<file path="src/rtl/gle_pkg.sv">
// Shared types and constants for the GIF LZW encoder.
// No dependencies.
package gle_pkg;

   localparam int TABLE_ENTRIES  = 4096;
   localparam int ADDR_W         = 12;
   localparam int LINK_W         = 13;
   localparam int MAX_CODE_WIDTH = 12;
   localparam int ROOT_MAX       = 256;
   localparam logic [LINK_W-1:0] NO_CODE = 13'h1000;

   typedef enum logic [3:0] {
      S_IDLE, S_EMIT, S_START, S_RD_FC, S_RD_SIB, S_MISS, S_ADD,
      S_REINIT, S_TAIL, S_END, S_FLUSH, S_DONE
   } state_type;

   typedef struct packed {
      logic              emit;
      logic              flush;
      logic              done;
      logic              last;
      logic [ADDR_W-1:0] code;
      logic [3:0]        width;
   } pk_cmd_type;

endpackage

</file>
<file path="src/rtl/gle_pack.sv">
// LSB-first bit packer with one held byte and the output register.
// Depends on gle_pkg.
module gle_pack
   import gle_pkg::*;
(
   input  logic       clock,
   input  logic       reset,
   input  pk_cmd_type cmd,
   output logic       idle,
   output logic       rsp_valid,
   input  logic       rsp_ready,
   output logic [7:0] rsp_out_byte,
   output logic       rsp_run_last,
   output logic       rsp_stream_last
);
   logic [19:0] acc_ff;
   logic [4:0]  fill_ff;
   logic [7:0]  held_ff;
   logic        held_v_ff, done_p_ff, done_last_ff;
   logic        rsp_v_ff, run_ff, str_ff;
   logic [7:0]  byte_ff;
   logic        rsp_free, byte_go, done_go, held_ok, out_load;
   logic [11:0] masked;

   assign rsp_free = !rsp_v_ff || rsp_ready;
   assign held_ok  = !held_v_ff || rsp_free;
   assign byte_go  = (fill_ff >= 5'd8) && held_ok;
   assign done_go  = done_p_ff && (fill_ff < 5'd8) && held_ok;
   assign out_load = (byte_go || done_go) && held_v_ff;
   assign idle     = (fill_ff < 5'd8) && !done_p_ff;
   assign masked   = cmd.code & ~(12'hFFF << cmd.width);

   assign rsp_valid       = rsp_v_ff;
   assign rsp_out_byte    = byte_ff;
   assign rsp_run_last    = run_ff;
   assign rsp_stream_last = str_ff;

   always_ff @(posedge clock) begin
      if (reset) begin
         acc_ff    <= '0;
         fill_ff   <= '0;
         held_v_ff <= 1'b0;
         done_p_ff <= 1'b0;
         rsp_v_ff  <= 1'b0;
      end else begin
         if (out_load) begin
            rsp_v_ff <= 1'b1;
         end else if (rsp_ready) begin
            rsp_v_ff <= 1'b0;
         end
         if (byte_go) begin
            if (held_v_ff) begin
               byte_ff  <= held_ff;
               run_ff   <= 1'b0;
               str_ff   <= 1'b0;
            end
            held_ff   <= acc_ff[7:0];
            held_v_ff <= 1'b1;
            acc_ff    <= acc_ff >> 8;
            fill_ff   <= fill_ff - 5'd8;
         end else if (done_go) begin
            if (held_v_ff) begin
               byte_ff  <= held_ff;
               run_ff   <= 1'b1;
               str_ff   <= done_last_ff;
            end
            held_v_ff <= 1'b0;
            done_p_ff <= 1'b0;
         end else if (cmd.emit) begin
            acc_ff  <= acc_ff | (20'(masked) << fill_ff);
            fill_ff <= fill_ff + 5'(cmd.width);
         end else if (cmd.flush) begin
            // zero padding is already in acc
            if (fill_ff != 5'd0) begin
               fill_ff <= 5'd8;
            end
         end else if (cmd.done) begin
            done_p_ff    <= 1'b1;
            done_last_ff <= cmd.last;
         end
      end
   end
endmodule

</file>
<file path="config.mk">
export PLATFORM = sky130hd
export DESIGN_NAME = gle_pack
export DESIGN_NICKNAME = d
export VERILOG_FILES = /design/src/rtl/gle_pkg.sv /design/src/rtl/gle_pack.sv
export SDC_FILE = /design/constraint.sdc
export NUM_CORES = 1
export LEC_CHECK = 0
export ABC_AREA = 1
export BUFFER_PORTS_ARGS = -buffer_cell sky130_fd_sc_hd__clkbuf_2
export CAP_MARGIN = 20
export CORE_ASPECT_RATIO = 0.7
export CORE_MARGIN = 2
export CORE_UTILIZATION = 47
export CTS_CLUSTER_DIAMETER = 200
export CTS_CLUSTER_SIZE = 16
export DETAILED_ROUTE_END_ITERATION = 8
export PLACE_DENSITY_LB_ADDON = 0.15
export RECOVER_POWER = 25
export SLEW_MARGIN = 20
export SYNTH_ARGS = -nofsm -noshare
export SYNTH_HDL_FRONTEND = slang
export SYNTH_SLANG_ARGS = --single-unit
export TNS_END_PERCENT = 5
</file>
<file path="constraint.sdc">
create_clock -name clock -period 5.8 [get_ports clock]
set_input_delay 1.16 -clock clock [delete_from_list [all_inputs] [get_ports clock]]
set_output_delay 1.16 -clock clock [all_outputs]
set_load 0.005 [all_outputs]
</file>
== Yosys cells after proc, flatten, opt, wreduce, memory -nomap -nowiden ==
Cells that the tools add are included.
W data, S select, Z words.

* Bitwise operators: 8
* Add/subtract/negate cells: 2
* $lt $le $gt $ge: 2
* Reductions and logical operators: 27
* Shifts and indexed selects: 2
* Mux-type cells: 26
* Equality and inequality tests: 5

{| class="wikitable"
|+ Operators with widths
! cell !! number
|-
| $mux W12 || 3
|-
| $mux W5 || 5
|-
| $mux W8 || 3
|-
| $or A20 B20 Y20 || 1
|-
| $shl A12 B5 Y20 || 1
|-
| $mux W1 || 15
|-
| $and A12 B12 Y12 || 1
|-
| $not A12 Y12 || 1
|-
| $shl A12 B4 Y12 const A || 1
|-
| $reduce_and A2 Y1 || 4
|-
| $reduce_and A4 Y1 || 2
|-
| $reduce_bool A2 Y1 || 4
|-
| $ne A2 B2 Y1 const B || 3
|-
| $reduce_and A6 Y1 || 1
|-
| $reduce_bool A3 Y1 || 2
|-
| $add A5 B4 Y5 || 1
|-
| $ge A5 B4 Y1 const B || 1
|-
| $logic_and A1 B1 Y1 || 5
|-
| $lt A5 B4 Y1 const B || 1
|-
| $not A1 Y1 || 5
|-
| $reduce_bool A5 Y1 || 1
|-
| $sub A5 B4 Y5 const B || 1
|-
| $ne A2 B1 Y1 const B || 2
|-
| $logic_not A1 Y1 || 3
|-
| other kinds (3) || 5
|}

* Register bits: 47
* Input bits: 23
* Output and inout bits: 12
* Word-level logic and storage cells: 83

== Longest topological paths before layout ==
* Depth after elaboration: 8
* Gate-level depth with buffers: 11

== Least setup slack after synthesis ==
OpenSTA, ideal clock, no wires.

* Path kind: input port to flip-flop
* Start: input port rsp_ready
* End: register byte_ff[0] (netlist: rsp_out_byte[0]) (enable)
* Arrival: 2030 ps
* Buffers on the path: 0
* Setup time: 370 ps
* Slack: 3400 ps
* Stages: 6
* Data required time: 5430 ps
* Path through: inv_1 > nand3_2 > nand3_1 > inv_1 > nor2_8 > nor2_1

* Longest elaborated chain between the ends: 5
* Elaborated cells between the ends (all ways): 6
* Those cells by class: reduce/logical: 6

{| class="wikitable"
|+ Ends and longest elaborated chain
! what !! line !! text
|-
| from (decl) || gle_pack.sv:11 || <nowiki>input logic rsp_ready,</nowiki>
|-
| $logic_or A1 B1 Y1 * || gle_pack.sv:25 || <nowiki>assign rsp_free = !rsp_v_ff || rsp_ready;</nowiki>
|-
| $logic_or A1 B1 Y1 * || gle_pack.sv:26 || <nowiki>assign held_ok = !held_v_ff || rsp_free;</nowiki>
|-
| $logic_and A1 B1 Y1, on equally long branches || gle_pack.sv:27, gle_pack.sv:28 ||
|-
| $reduce_bool A2 Y1 (no source line) * || -- ||
|-
| $reduce_and A2 Y1 (no source line) * || -- ||
|-
| to (signal assigned) || gle_pack.sv:53 || <nowiki>byte_ff <= held_ff;</nowiki>
|-
| to (signal assigned) || gle_pack.sv:63 || <nowiki>byte_ff <= held_ff;</nowiki>
|-
| to (decl) || gle_pack.sv:21 || <nowiki>logic [7:0] byte_ff;</nowiki>
|}

Mark *: on every way between the ends. The rest lies on a longest branch, timed or not.
A chain may end at the register's enable or synchronous reset.

== Worst setup path after layout ==
* Start: register fill_ff[3]
* End: register byte_ff[4] (netlist: rsp_out_byte[4]) (enable)

* Longest elaborated chain between the ends: 5
* Elaborated cells between the ends (all ways): 7
* Those cells by class: order compare: 2; reduce/logical: 5

{| class="wikitable"
|+ Ends and longest elaborated chain
! what !! line !! text
|-
| from (decl) || gle_pack.sv:17 || <nowiki>logic [4:0] fill_ff;</nowiki>
|-
| from (signal assigned) || gle_pack.sv:60 || <nowiki>fill_ff <= fill_ff - 5'd8;</nowiki>
|-
| from (signal assigned) || gle_pack.sv:71 || <nowiki>fill_ff <= fill_ff + 5'(cmd.width);</nowiki>
|-
| $lt A5 B4 Y1 || gle_pack.sv:28 || <nowiki>assign done_go = done_p_ff && (fill_ff < 5'd8) && held_ok;</nowiki>
|-
| $logic_and A1 B1 Y1 (2 in series) || gle_pack.sv:28 ||
|-
| $reduce_bool A2 Y1 (no source line) * || -- ||
|-
| $reduce_and A2 Y1 (no source line) * || -- ||
|}

Marks and branches as above.

==> impl_metrics.tcl <==
set metrics [dict create \
    ys_top_cells_by_area "edfxtp_1 (20%), dfxtp_1 (20%), nand3_1 (13%)" \
    finalWeightedCongestion 0.931 \
    cts_tree "built" \
    vias 2635 \
    ctsResizeCount 0 \
    drv_slew 0 \
    total_leakage_power_nw 1.40 \
    syn-num-nets 407 \
    clk_pin_slew_worst_paths_ps 90 \
    min_period_ps 3070 \
    maxCapViolCount 0 \
    core.rowCount 23 \
    start_util_pct 48.8 \
    hold_violations 0 \
    yosysTopAreaCell "edfxtp_1" \
    final_common_cell "nand2_1" \
    seq_area_frac_synth_pct 40.5 \
    routedWlPerCell_um 15.0 \
    status "complete, no violations" \
    skew_ps 7.73 \
    cts_setup_buffers 0 \
    antenna_left 0 \
    finalCritPeriodShare_pct 52.9 \
    worstPathMaxFanout 18 \
    syn-cell-area_sq_um 2800 \
    dr.pass1.iters 6 \
    drc 0 \
    grt_pass1_wl_um 12000 \
    grt_pass1_vias 2422 \
    cellPowerDensity_nw_per_um2 505 \
    crit_type "register to register" \
    relSlewSlack_pct 45.8 \
    track_usage_pct 24.2 \
    postSynthCellCount 378 \
    place_hpwl_um 5720 \
    endpoint_kind "register" \
    nets 435 \
    dieHeight_um 68.5 \
    first_iter_violations 227 \
    avgSynthCellArea_sq_um 7.39 \
    ctsHtreeMaxLevel 2 \
    synth-seq-cells 47 \
    yosys_warnings 0 \
    drive_above_1_share_pct 17.0 \
    clkLatencyLatePin_ps 310 \
    power_mw 1.56 \
    die_w_um 96.2 \
    crit_slowest_cell "dfxtp_1" \
    grt.overflow.total 0 \
    startpoint_type "register" \
    hold_ws_ps 420 \
    ios 35 \
    irDropWorstVdd_v 0.000246 \
    port_buffers 34 \
    ys_types 35 \
    grt_max_degree 19 \
    clock-sinks 47 \
    fill_cells 587 \
    antenna_found_initial 0 \
    wirelength_um 7210 \
    path_cells "inv_1 -> ha_1 -> nand2_2 -> nand2_1 -> inv_4 -> nor2_8 -> nor2_1" \
    cts_root_buf "clkbuf_8" \
    die_area_sq_um 6590 \
    cp_num_buf_inv 2 \
    final_cell_mix "nand2_1 (83), nand3_1 (72), nor2_1 (34), clkbuf_2 (34), inv_1 (32)" \
    ctsHoldBuffers 0 \
    cp_data_required_time_ps 5750 \
    crit_family "simple AND/OR/NAND/NOR gates" \
    area_delta_synth_final_pct 10.3 \
    setup_viol 0 \
    viasPerCell 5.47 \
    arrival_ps 3020 \
    yosys.area.top_type_share_pct 20.4 \
    hp-class "register to register" \
    core_sq_um 5730 \
    cts_buffers 5 \
    setup_tns_ps 0 \
    cts_buffer_depth 2 \
    cpPeakStageDelay_ps 640 \
    clock.fmax_ghz 0.326 \
    tightest_slew_ps 809 \
    rsz0062_at_grt "no" \
    diodes 0 \
]
-- worst register-to-register path: cells and delay by family, from the launching register on --
kind / cells / cell delay [ps]
flops: 1 / 640
buf+inv: 2 / 680
fa+ha+maj: 1 / 330
simple gates: 4 / 1050
-- synth_stat cells (all sizes together) --
cell    instances
a21oi          32
a31o            1
a31oi           1
buf            10
clkbuf          3
dfxtp          28
edfxtp         19
fa              1
ha              5
inv            41
nand2          84
nand3          75
nand4           2
nor2           43
nor3b           2
nor4b           1
o211a           1
o21ai          24
o22ai           2
xnor2           1
xor2            2
-- registers in the layout (all words and copies together), names as in the netlist --
name             flops
fill_ff              5
done_last_ff         1
held_v_ff            1
done_p_ff            1
rsp_stream_last      1
rsp_valid            1
rsp_out_byte         8
acc_ff              20
held_ff              8
rsp_run_last         1
-- kinds of logic (layout without fill, tap and decap cells) --
kind of cell    Yosys count  after routing  synth area share [%]
buf+inv                  54             83                  8.73
flops                    47             47                  40.5
xor+xnor                  3              3                 0.940
fa+ha+maj                 6              6                  2.95
compound gates           61             61                  11.8
simple gates            207            207                  35.1
-- per-layer routing --
metal | GRT usage [%] | routed length [um] | up-vias | part of all wire [%]
met1 | 36.7 | 3710 | 1197 | 51
met5 | 0 | 0 | - | 0
met3 | 7.07 | 636 | 6 | 8.8
met2 | 33.5 | 2800 | 107 | 39
met4 | 5.18 | 63 | 0 | 0.87
li1 | - | - | 1325 | -
-- power by group --
part	internal (mW)	total [mW]	switching, mW
Clock	0.130	0.251	0.121
Sequential	0.460	0.554	0.0943
Combinational	0.247	0.752	0.505
-- cell type report --
| class | instances | area [sq um] | area share [%] |
|---|---|---|---|
| multi-input cells | 277 | 1410 | 45.8 |
| flip-flops and latches | 47 | 1130 | 36.7 |
| repair buffers | 34 | 170 | 5.52 |
| inverters | 41 | 159 | 5.16 |
| well taps | 75 | 93.8 | 3.05 |
| clock buffers | 5 | 68.8 | 2.23 |
| clock inverters | 3 | 46.3 | 1.50 |
-- worst paths after layout --
kind              start               to  slack (ps)  cells after the start
max          fill_ff[3]  rsp_out_byte[4]        2730                      7
min reg2reg  held_ff[7]  rsp_out_byte[7]         420                      0
max reg2reg  fill_ff[3]  rsp_out_byte[4]        2730                      7
min          held_ff[7]  rsp_out_byte[7]         420                      0
-- through the flow --
stage | setup WS, ps | cell area, sq um | std cells | utilization (%)
2_1_floorplan | 3400 | 2800 | 378 | -
3_3_place_gp | 2990 | 2970 | 474 | 51.9
3_5_place_dp | 2930 | 2970 | 474 | 51.9
5_1_grt | 2510 | 3080 | 482 | 53.8
4_1_cts | 2870 | 3090 | 482 | 53.9
6_report | 2730 | 3080 | 482 | 53.8
(Power assumes the default switching activity.)
